### config.mk
export PLATFORM = sky130hd
export DESIGN_NAME = lru_key_value_cache
export DESIGN_NICKNAME = d
export VERILOG_FILES = /design/src/hw/rtl/lkv_pkg.sv /design/src/hw/rtl/lkv_front.sv /design/src/hw/rtl/lkv_back.sv /design/src/hw/rtl/lkv_rspq.sv /design/src/hw/rtl/lru_key_value_cache.sv
export SDC_FILE = /design/constraint.sdc
export NUM_CORES = 2
export LEC_CHECK = 0
export BUFFER_PORTS_ARGS = -buffer_cell sky130_fd_sc_hd__buf_4
export CAP_MARGIN = 20
export CORE_MARGIN = 1
export CORE_UTILIZATION = 35
export CTS_CLUSTER_DIAMETER = 60
export DETAILED_ROUTE_END_ITERATION = 10
export SLEW_MARGIN = 20
export SYNTH_ARGS = -nofsm -noshare
export SYNTH_HDL_FRONTEND = slang
export SYNTH_SLANG_ARGS = --single-unit
### constraint.sdc
create_clock -name clock -period 7.35 [get_ports clock]
set_clock_uncertainty 0.15 [all_clocks]
set_input_delay 1.47 -clock clock [delete_from_list [all_inputs] [get_ports clock]]
set_output_delay 1.47 -clock clock [all_outputs]
set_load 0.005 [all_outputs]
### src/hw/rtl/lkv_pkg.sv
// ----------------------------------------------------------------------------
// lkv_pkg
// Shared types, constants and helpers of the LRU key-value cache.
// ----------------------------------------------------------------------------
`default_nettype none

package lkv_pkg;

   localparam int KEY_W          = 64;
   localparam int VAL_W          = 64;
   localparam int LEN_W          = 4;
   localparam int CAP_W          = 5;
   localparam int CAP_RESET      = 16;
   localparam int ENTRIES_DEF    = 16;
   localparam int KEY_BYTES_DEF  = 8;
   localparam int VAL_BYTES_DEF  = 8;

   typedef enum logic [1:0] {
      OP_FIND   = 2'd0,
      OP_ADD    = 2'd1,
      OP_DELETE = 2'd2,
      OP_NONE   = 2'd3
   } op_type;

   // normalized request as it travels from front to back
   typedef struct packed {
      op_type             op;
      logic [KEY_W-1:0]   key;
      logic [LEN_W-1:0]   key_len;
      logic [VAL_W-1:0]   value;
      logic [LEN_W-1:0]   value_len;
   } req_item_type;

   typedef struct packed {
      logic               hit;
      logic [VAL_W-1:0]   value;
      logic [LEN_W-1:0]   value_len;
      logic               evicted;
   } rsp_item_type;

   // ones in the low n bytes of a 64-bit word
   function automatic logic [63:0] byte_mask(input logic [LEN_W-1:0] n);
      logic [63:0] m;
      m = '0;
      for (int b = 0; b < 8; b++) begin
         m[8*b +: 8] = (LEN_W'(b) < n) ? 8'hFF : 8'h00;
      end
      return m;
   endfunction

endpackage

`default_nettype wire

### src/hw/rtl/lkv_front.sv
// ----------------------------------------------------------------------------
// lkv_front
// Takes requests, saturates lengths, masks unused bytes, and holds them in a
// two-entry queue for the back end.
// ----------------------------------------------------------------------------
`default_nettype none

module lkv_front import lkv_pkg::*; #(
   parameter int KEY_BYTES = KEY_BYTES_DEF,
   parameter int VALUE_BYTES = VAL_BYTES_DEF
) (
   input  wire logic             clock,
   input  wire logic             reset,
   input  wire logic             req_push,
   output logic                  req_full,
   input  wire logic [1:0]       req_type,
   input  wire logic [KEY_W-1:0] req_key,
   input  wire logic [LEN_W-1:0] req_key_length,
   input  wire logic [VAL_W-1:0] req_value,
   input  wire logic [LEN_W-1:0] req_value_length,
   output logic                  head_valid,
   output req_item_type          head_item,
   input  wire logic             head_pop
);

   req_item_type       norm;
   logic [LEN_W-1:0]   klen_sat;
   logic [LEN_W-1:0]   vlen_sat;
   req_item_type       q_ff [2];
   logic               wr_ptr_ff, wr_ptr_in;
   logic               rd_ptr_ff, rd_ptr_in;
   logic [1:0]         count_ff, count_in;
   logic               push_ok;

   // length saturation and byte masking
   always_comb begin
      klen_sat = (int'(req_key_length) > KEY_BYTES) ? LEN_W'(KEY_BYTES) : req_key_length;
      vlen_sat = (int'(req_value_length) > VALUE_BYTES) ? LEN_W'(VALUE_BYTES)
                                                        : req_value_length;
      norm.op        = op_type'(req_type);
      norm.key       = req_key & byte_mask(klen_sat);
      norm.key_len   = klen_sat;
      norm.value     = req_value & byte_mask(vlen_sat);
      norm.value_len = vlen_sat;
   end

   assign req_full   = (count_ff == 2'd2);
   assign push_ok    = req_push && !req_full;
   assign head_valid = (count_ff != 2'd0);
   assign head_item  = q_ff[rd_ptr_ff];

   // queue pointers
   always_comb begin
      wr_ptr_in = wr_ptr_ff ^ push_ok;
      rd_ptr_in = rd_ptr_ff ^ head_pop;
      count_in  = count_ff + 2'(push_ok) - 2'(head_pop);
   end

   always_ff @(posedge clock) begin
      if (reset) begin
         wr_ptr_ff <= 1'b0;
         rd_ptr_ff <= 1'b0;
         count_ff  <= 2'd0;
      end else begin
         wr_ptr_ff <= wr_ptr_in;
         rd_ptr_ff <= rd_ptr_in;
         count_ff  <= count_in;
      end
   end

   // queue storage
   always_ff @(posedge clock) begin
      if (push_ok) begin
         q_ff[wr_ptr_ff] <= norm;
      end
   end

endmodule

`default_nettype wire

### src/hw/rtl/lkv_back.sv
// ----------------------------------------------------------------------------
// lkv_back
// Entry store and LRU ranks. A lookup cycle compares the key with every
// entry; an update cycle applies the request and emits its result.
// ----------------------------------------------------------------------------
`default_nettype none

module lkv_back import lkv_pkg::*; #(
   parameter int ENTRIES = ENTRIES_DEF,
   parameter int KEY_BYTES = KEY_BYTES_DEF,
   parameter int VALUE_BYTES = VAL_BYTES_DEF
) (
   input  wire logic             clock,
   input  wire logic             reset,
   input  wire logic             csr_wr_en,
   input  wire logic [CAP_W-1:0] csr_wr_data,
   input  wire logic             in_valid,
   input  wire req_item_type     in_item,
   output logic                  in_pop,
   input  wire logic             out_room,
   output logic                  out_push,
   output rsp_item_type          out_item
);

   localparam int IW = $clog2(ENTRIES);
   localparam int CW = $clog2(ENTRIES + 1);
   localparam int KW = KEY_BYTES * 8;
   localparam int VW = VALUE_BYTES * 8;

   typedef enum logic [1:0] {ST_IDLE, ST_LOOKUP, ST_UPDATE} state_type;

   state_type          state_ff;
   logic [CAP_W-1:0]   cap_ff;
   logic [CW-1:0]      count_ff;
   logic [ENTRIES-1:0] valid_ff;
   logic [KW-1:0]      key_ff   [ENTRIES];
   logic [LEN_W-1:0]   klen_ff  [ENTRIES];
   logic [VW-1:0]      val_ff   [ENTRIES];
   logic [LEN_W-1:0]   vlen_ff  [ENTRIES];
   logic [IW-1:0]      rank_ff  [ENTRIES];

   // current request
   op_type             op_ff;
   logic [KW-1:0]      ckey_ff;
   logic [LEN_W-1:0]   cklen_ff;
   logic [VW-1:0]      cval_ff;
   logic [LEN_W-1:0]   cvlen_ff;

   // lookup results
   logic               hit_ff, hit_in;
   logic [IW-1:0]      midx_ff, midx_in;
   logic [IW-1:0]      free_ff, free_in;
   logic [IW-1:0]      lru_ff, lru_in;
   logic [VW-1:0]      rdval_ff;
   logic [LEN_W-1:0]   rdvlen_ff;

   logic               start;
   logic               fill;
   logic [IW-1:0]      mrank;
   logic [IW-1:0]      slot;
   int                 cap_eff;

   assign start  = in_valid && out_room && (state_ff == ST_IDLE || state_ff == ST_UPDATE);
   assign in_pop = start;

   // associative compare, free slot and least recent slot (first one wins)
   always_comb begin
      hit_in  = 1'b0;
      midx_in = '0;
      free_in = '0;
      lru_in  = '0;
      for (int i = ENTRIES - 1; i >= 0; i--) begin
         if (valid_ff[i] && klen_ff[i] == cklen_ff && key_ff[i] == ckey_ff) begin
            hit_in  = 1'b1;
            midx_in = IW'(i);
         end
         if (!valid_ff[i]) begin
            free_in = IW'(i);
         end
         if (valid_ff[i] && CW'(rank_ff[i]) == count_ff - CW'(1)) begin
            lru_in = IW'(i);
         end
      end
   end

   // update decisions
   always_comb begin
      cap_eff = (cap_ff == '0) ? 1 : int'(cap_ff);
      fill    = (int'(count_ff) < ENTRIES) && (int'(count_ff) < cap_eff);
      slot    = fill ? free_ff : lru_ff;
      mrank   = rank_ff[midx_ff];
   end

   // result
   always_comb begin
      out_push          = (state_ff == ST_UPDATE);
      out_item.hit      = (op_ff != OP_NONE) && hit_ff;
      out_item.value    = (op_ff == OP_FIND && hit_ff) ? VAL_W'(rdval_ff) : '0;
      out_item.value_len = (op_ff == OP_FIND && hit_ff) ? rdvlen_ff : '0;
      out_item.evicted  = (op_ff == OP_ADD) && !hit_ff && !fill;
   end

   // sequencer, capacity register, valid bits and count
   always_ff @(posedge clock) begin
      if (reset) begin
         state_ff <= ST_IDLE;
         cap_ff   <= CAP_W'(CAP_RESET);
         count_ff <= '0;
         valid_ff <= '0;
      end else begin
         if (csr_wr_en) begin
            cap_ff <= csr_wr_data;
         end
         case (state_ff)
            ST_IDLE: begin
               if (start) state_ff <= ST_LOOKUP;
            end
            ST_LOOKUP: begin
               state_ff <= ST_UPDATE;
            end
            ST_UPDATE: begin
               state_ff <= start ? ST_LOOKUP : ST_IDLE;
               if (op_ff == OP_ADD && !hit_ff) begin
                  valid_ff[slot] <= 1'b1;
                  if (fill) count_ff <= count_ff + CW'(1);
               end else if (op_ff == OP_DELETE && hit_ff) begin
                  valid_ff[midx_ff] <= 1'b0;
                  count_ff <= count_ff - CW'(1);
               end
            end
            default: state_ff <= ST_IDLE;
         endcase
      end
   end

   // request capture and lookup registers
   always_ff @(posedge clock) begin
      if (start) begin
         op_ff    <= in_item.op;
         ckey_ff  <= in_item.key[KW-1:0];
         cklen_ff <= in_item.key_len;
         cval_ff  <= in_item.value[VW-1:0];
         cvlen_ff <= in_item.value_len;
      end
      if (state_ff == ST_LOOKUP) begin
         hit_ff    <= hit_in;
         midx_ff   <= midx_in;
         free_ff   <= free_in;
         lru_ff    <= lru_in;
         rdval_ff  <= val_ff[midx_in];
         rdvlen_ff <= vlen_ff[midx_in];
      end
   end

   // entry payload and recency ranks
   always_ff @(posedge clock) begin
      if (state_ff == ST_UPDATE) begin
         case (op_ff)
            OP_FIND: begin
               if (hit_ff) begin
                  for (int i = 0; i < ENTRIES; i++) begin
                     if (valid_ff[i] && rank_ff[i] < mrank) rank_ff[i] <= rank_ff[i] + IW'(1);
                  end
                  rank_ff[midx_ff] <= '0;
               end
            end
            OP_ADD: begin
               if (hit_ff) begin
                  val_ff[midx_ff]  <= cval_ff;
                  vlen_ff[midx_ff] <= cvlen_ff;
               end else begin
                  for (int i = 0; i < ENTRIES; i++) begin
                     if (valid_ff[i] && IW'(i) != slot &&
                         (fill || CW'(rank_ff[i]) < count_ff - CW'(1))) begin
                        rank_ff[i] <= rank_ff[i] + IW'(1);
                     end
                  end
                  rank_ff[slot] <= '0;
                  key_ff[slot]  <= ckey_ff;
                  klen_ff[slot] <= cklen_ff;
                  val_ff[slot]  <= cval_ff;
                  vlen_ff[slot] <= cvlen_ff;
               end
            end
            OP_DELETE: begin
               if (hit_ff) begin
                  for (int i = 0; i < ENTRIES; i++) begin
                     if (valid_ff[i] && rank_ff[i] > mrank) rank_ff[i] <= rank_ff[i] - IW'(1);
                  end
               end
            end
            default: ;
         endcase
      end
   end

   // occupancy tracks the valid bits
   a_count_matches: assert property (@(posedge clock) disable iff (reset)
      int'(count_ff) == $countones(valid_ff))
      else $error("entry count differs from valid bits");

   a_count_bound: assert property (@(posedge clock) disable iff (reset)
      int'(count_ff) <= ENTRIES)
      else $error("entry count above entry total");

   // a result follows its lookup cycle exactly
   a_push_after_lookup: assert property (@(posedge clock) disable iff (reset)
      out_push |-> $past(state_ff) == ST_LOOKUP)
      else $error("result without lookup");

   a_start_room: assert property (@(posedge clock) disable iff (reset)
      start |-> out_room)
      else $error("request started without result room");

endmodule

`default_nettype wire

### src/hw/rtl/lkv_rspq.sv
// ----------------------------------------------------------------------------
// lkv_rspq
// Four-entry result queue; reports room while two more results fit.
// ----------------------------------------------------------------------------
`default_nettype none

module lkv_rspq import lkv_pkg::*; (
   input  wire logic         clock,
   input  wire logic         reset,
   input  wire logic         push,
   input  wire rsp_item_type push_item,
   output logic              room,
   output logic              rsp_empty,
   input  wire logic         rsp_pop,
   output rsp_item_type      head_item
);

   rsp_item_type q_ff [4];
   logic [1:0]   wr_ptr_ff;
   logic [1:0]   rd_ptr_ff;
   logic [2:0]   count_ff, count_in;
   logic         pop_ok;

   assign rsp_empty = (count_ff == 3'd0);
   assign pop_ok    = rsp_pop && !rsp_empty;
   assign room      = (count_ff <= 3'd2);
   assign head_item = q_ff[rd_ptr_ff];
   assign count_in  = count_ff + 3'(push) - 3'(pop_ok);

   // pointers
   always_ff @(posedge clock) begin
      if (reset) begin
         wr_ptr_ff <= '0;
         rd_ptr_ff <= '0;
         count_ff  <= '0;
      end else begin
         wr_ptr_ff <= wr_ptr_ff + 2'(push);
         rd_ptr_ff <= rd_ptr_ff + 2'(pop_ok);
         count_ff  <= count_in;
      end
   end

   // storage
   always_ff @(posedge clock) begin
      if (push) begin
         q_ff[wr_ptr_ff] <= push_item;
      end
   end

endmodule

`default_nettype wire

### src/hw/rtl/lru_key_value_cache.sv
// ----------------------------------------------------------------------------
// lru_key_value_cache
// Fully associative key-value cache with least-recently-used replacement.
//
// channel   direction  handshake               payload
// request   in         req_push / req_full     req_type, req_key(_length), req_value(_length)
// response  out        rsp_pop / rsp_empty     rsp_hit, rsp_value_out(_length_out), rsp_evicted
// csr       in         csr_wr_en               csr_wr_data (capacity)
//
// In the back end each request has a lookup step comparing all entries, then
// an update step applying the request and its recency change. The next
// request is taken in the update step of the one before, while the response
// queue has room. Synchronous reset empties the cache and sets capacity to 16.
// Requests queue (two deep) while the response queue is held.
// ----------------------------------------------------------------------------
`default_nettype none

module lru_key_value_cache import lkv_pkg::*; #(
   parameter int ENTRIES = ENTRIES_DEF,
   parameter int KEY_BYTES = KEY_BYTES_DEF,
   parameter int VALUE_BYTES = VAL_BYTES_DEF
) (
   input  wire logic             clock,
   input  wire logic             reset,
   input  wire logic             req_push,
   output logic                  req_full,
   input  wire logic [1:0]       req_type,
   input  wire logic [KEY_W-1:0] req_key,
   input  wire logic [LEN_W-1:0] req_key_length,
   input  wire logic [VAL_W-1:0] req_value,
   input  wire logic [LEN_W-1:0] req_value_length,
   output logic                  rsp_empty,
   input  wire logic             rsp_pop,
   output logic                  rsp_hit,
   output logic [VAL_W-1:0]      rsp_value_out,
   output logic [LEN_W-1:0]      rsp_value_length_out,
   output logic                  rsp_evicted,
   input  wire logic             csr_wr_en,
   input  wire logic [CAP_W-1:0] csr_wr_data
);

   logic         head_valid;
   req_item_type head_item;
   logic         head_pop;
   logic         room;
   logic         rsp_push;
   rsp_item_type rsp_item;
   rsp_item_type rsp_head;

   // request normalization and queue
   lkv_front #(.KEY_BYTES(KEY_BYTES), .VALUE_BYTES(VALUE_BYTES)) u_front (
      .clock, .reset, .req_push, .req_full, .req_type, .req_key, .req_key_length,
      .req_value, .req_value_length, .head_valid, .head_item, .head_pop
   );

   // lookup and update engine
   lkv_back #(.ENTRIES(ENTRIES), .KEY_BYTES(KEY_BYTES), .VALUE_BYTES(VALUE_BYTES)) u_back (
      .clock, .reset, .csr_wr_en, .csr_wr_data,
      .in_valid(head_valid), .in_item(head_item), .in_pop(head_pop),
      .out_room(room), .out_push(rsp_push), .out_item(rsp_item)
   );

   // response queue
   lkv_rspq u_rspq (
      .clock, .reset, .push(rsp_push), .push_item(rsp_item), .room,
      .rsp_empty, .rsp_pop, .head_item(rsp_head)
   );

   assign rsp_hit              = rsp_head.hit;
   assign rsp_value_out        = rsp_head.value;
   assign rsp_value_length_out = rsp_head.value_len;
   assign rsp_evicted          = rsp_head.evicted;

endmodule

`default_nettype wire
==> flow_summary.json <==
{
  "outcome": "complete, but fails checks",
  "violations": "DRC",
  "slowest_stage": "edfxtp_1",
  "yosysWarnings": 0,
  "synth-compound-area-share": 0.0432,
  "cts_sinks": 3058,
  "p_leak_nw": 50.7,
  "cp-end-kind": "flop",
  "yosysSeqAreaShare": 0.692,
  "start_util": 0.352,
  "slew-limit-headroom": 0.177,
  "slowest_delay_ns": 1.13,
  "syn_avg_cell_area_um2": 15.2,
  "path_buf_inv": 2,
  "min_period_over_period": 0.895,
  "synthCells": 8627,
  "grt_setup_unrepaired": "no",
  "clk_latency_ns": 0.94,
  "clock-root-buffer": "clkbuf_16",
  "drive_above_1_share": 0.162,
  "ctsResizeCount": 0,
  "crit_start": "u_back.ckey_ff[11]",
  "dp_slack_ns": 0.909,
  "async_reset_ff_frac": 0,
  "syn_nets": 8953,
  "firstDrtPassIters": 9,
  "cts_buffer_depth": 4,
  "synth-main-ff-cell": "edfxtp_1",
  "htree_levels": 5,
  "grt_pass1_vias": 79800,
  "synthMuxAreaShare": 0.0679,
  "yosysMostFrequentCell": "edfxtp_1",
  "regToRegStartpoint": "u_back.ckey_ff[11]",
  "port_buffers": 219,
  "synth_xor_area_frac": 0.0572,
  "cts_tree": "yes",
  "crit_required_ns": 7.83,
  "worst_slew_pin_slew_ns": 1.24,
  "grt_pass1_wl_mm": 603,
  "path_delay_family": "simple AND/OR/NAND/NOR gates",
  "post_drt_wl_per_cell_um": 29.8,
  "synth_top_family_by_area": "simple AND/OR/NAND/NOR gates",
  "synth_top_cell_by_area": "edfxtp_1",
  "worstSetupStartpointType": "flop",
  "synth-seq-cells": 3058,
  "setup_violations": 0,
  "cp_max_fo": 61,
  "viasPerCell": 5.61,
  "drc": 42,
  "min_path_type": "reg2reg",
  "totalWireLength_mm": 430,
  "synthSimpleGateAreaFrac": 0.104,
  "synth_fa_ha_area_frac": 0.0172,
  "peakVddDrop_uv": 228,
  "p_per_area_nw_per_um2": 339,
  "dieArea_um2": 377000,
  "areaGrowthSynthToFinish_pct": 16.0,
  "synth.distinct_cells": 86,
  "antenna_left": 0,
  "vias": 81000,
  "drtIter0Drc": 9723,
  "post-route-min-period_ns": 6.58,
  "antenna_found_initial": 44,
  "cp_cell_sequence": "buf_4, xor2_1, nand4b_1, nor4b_1, nand4_1, nor3_1, a311oi_1, o21ai_1, a21boi_4, nor2_4, buf_12, mux2_2, a211oi_1, o211ai_1",
  "slew_violations": 0,
  "hold_viol": 0,
  "place.gp.congestion": 0.953,
  "fin_tns_setup_ns": 0,
  "crit_type": "reg2reg",
  "rows": 224,
  "synth_edf_count": 2951,
  "cts_setup_buffers": 0,
  "die_x_um": 614,
  "core-area_um2": 372000,
  "syn-cell-area_um2": 131000,
  "crit_arrival_ns": 7.06,
  "overflow": 0,
  "fmaxAchievable_mhz": 152,
  "synth.area.top_cells": "edfxtp_1 68%, xnor2_1 4.6%, mux2i_1 2.8%",
  "synth_top_area_share": 0.676,
  "grt_max_degree": 77,
  "grt_use_total": 0.221,
  "io_pins": 220,
  "chipHeight_um": 614,
  "clk_pin_slew_ns": 0.06,
  "holdBufCountCts": 0,
  "finalNetCount": 9514,
  "cts_buffers": 336,
  "yosys-top-cells-count": "2951 x edfxtp_1, 689 x xnor2_1, 552 x nand2b_1",
  "cap_violations": 0,
  "hpwl_mm": 276,
  "finalCoreUtilization": 0.408,
  "hp-start": "u_back.cap_ff[0]",
  "setup_slack_ns": 0.771
}
## worst min-delay path, stage by stage, from the launching register on
cell,delay (ns)
dfxtp_1,0.33
mux2i_1,0.07
nor2_1,0.08
## layer usage
layer | global-route usage | vias to the layer above | wire, um
met4 | 0.0723 | 4 | 14800
li1 | - | 34400 | -
met3 | 0.0338 | 725 | 35000
met2 | 0.346 | 4055 | 194000
met5 | 0 | - | 27
met1 | 0.314 | 41800 | 186000
## final timing paths
| check | end | depth (start not counted) | slack, ns |
|---|---|---|---|
| max | u_back.rdval_ff[37] | 14 | 0.77 |
| min | u_back.cap_ff[0] | 2 | 0.36 |
| max reg2reg | u_back.rdval_ff[37] | 14 | 0.77 |
| min reg2reg | u_back.cap_ff[0] | 2 | 0.36 |
## cell type report
| cell class | instances | area (um2) |
|---|---|---|
| well taps | 4972 | 6220 |
| fillers | 33700 | 220000 |
| flip-flops and latches | 3058 | 90800 |
| clock buffers | 398 | 8960 |
| multi-input cells | 5013 | 38300 |
| diodes | 27 | 67.6 |
| repair buffers | 590 | 5440 |
| clock inverters | 197 | 1640 |
| inverters | 189 | 718 |
## registers in the layout (all words and copies together), names as in the netlist, 5 cells and up, named ones only
| signal | cells |
|---|---|
| u_back.cap_ff | 5 |
| u_back.ckey_ff | 64 |
| u_back.count_ff | 5 |
| u_back.cval_ff | 64 |
| u_back.key_ff | 1024 |
| u_back.klen_ff | 64 |
| u_back.rank_ff | 64 |
| u_back.rdval_ff | 64 |
| u_back.val_ff | 1024 |
| u_back.valid_ff | 16 |
| u_back.vlen_ff | 64 |
| u_front.q_ff | 276 |
| u_rspq.q_ff | 280 |
## metrics by stage
stage | cells | total power, mW | hold WS [ns] | instance area [um2]
finish | 14400 | 51.5 | 0.363 | 152000
CTS | 14400 | 51.6 | 0.362 | 152000
floorplan | 8627 | 29.0 | 0.305 | 131000
global route | 14400 | 52.9 | 0.399 | 152000
global placement | 13800 | 35.0 | 0.334 | 141000
detailed placement | 13800 | 35.2 | 0.346 | 141000
## report_power, final
| part | switching, mW | internal (mW) |
|---|---|---|
| Combinational | 7.91 | 3.82 |
| Sequential | 1.76 | 21.6 |
| Clock | 7.05 | 9.38 |
| Total | 16.7 | 34.8 |
## layout by cell type (no fill, tap or decap), types with 185 or more instances in the layout
cell type  netlist  routed
mux2i_1        365     365
nor2_1         241     222
nand4_1        443     443
nor2b_1        187     185
edfxtp_1      2951    2951
mux2_2         274     274
xnor2_1        689     687
buf_4           15     506
nand3_1        187     185
nand2_1        224     222
clkbuf_16        0     350
a21oi_1        187     186
nand2b_1       552     552
## logic make-up after synthesis
family | after synthesis
AND/OR/NAND/NOR | 2375
AO/OA/AOI/OAI | 868
XOR/XNOR | 852
adder cells (fa/ha/maj) | 178
buffers and inverters | 556
multiplexers | 740
flip-flops | 3058
Note: power is estimated with default switching activity, not from simulation.
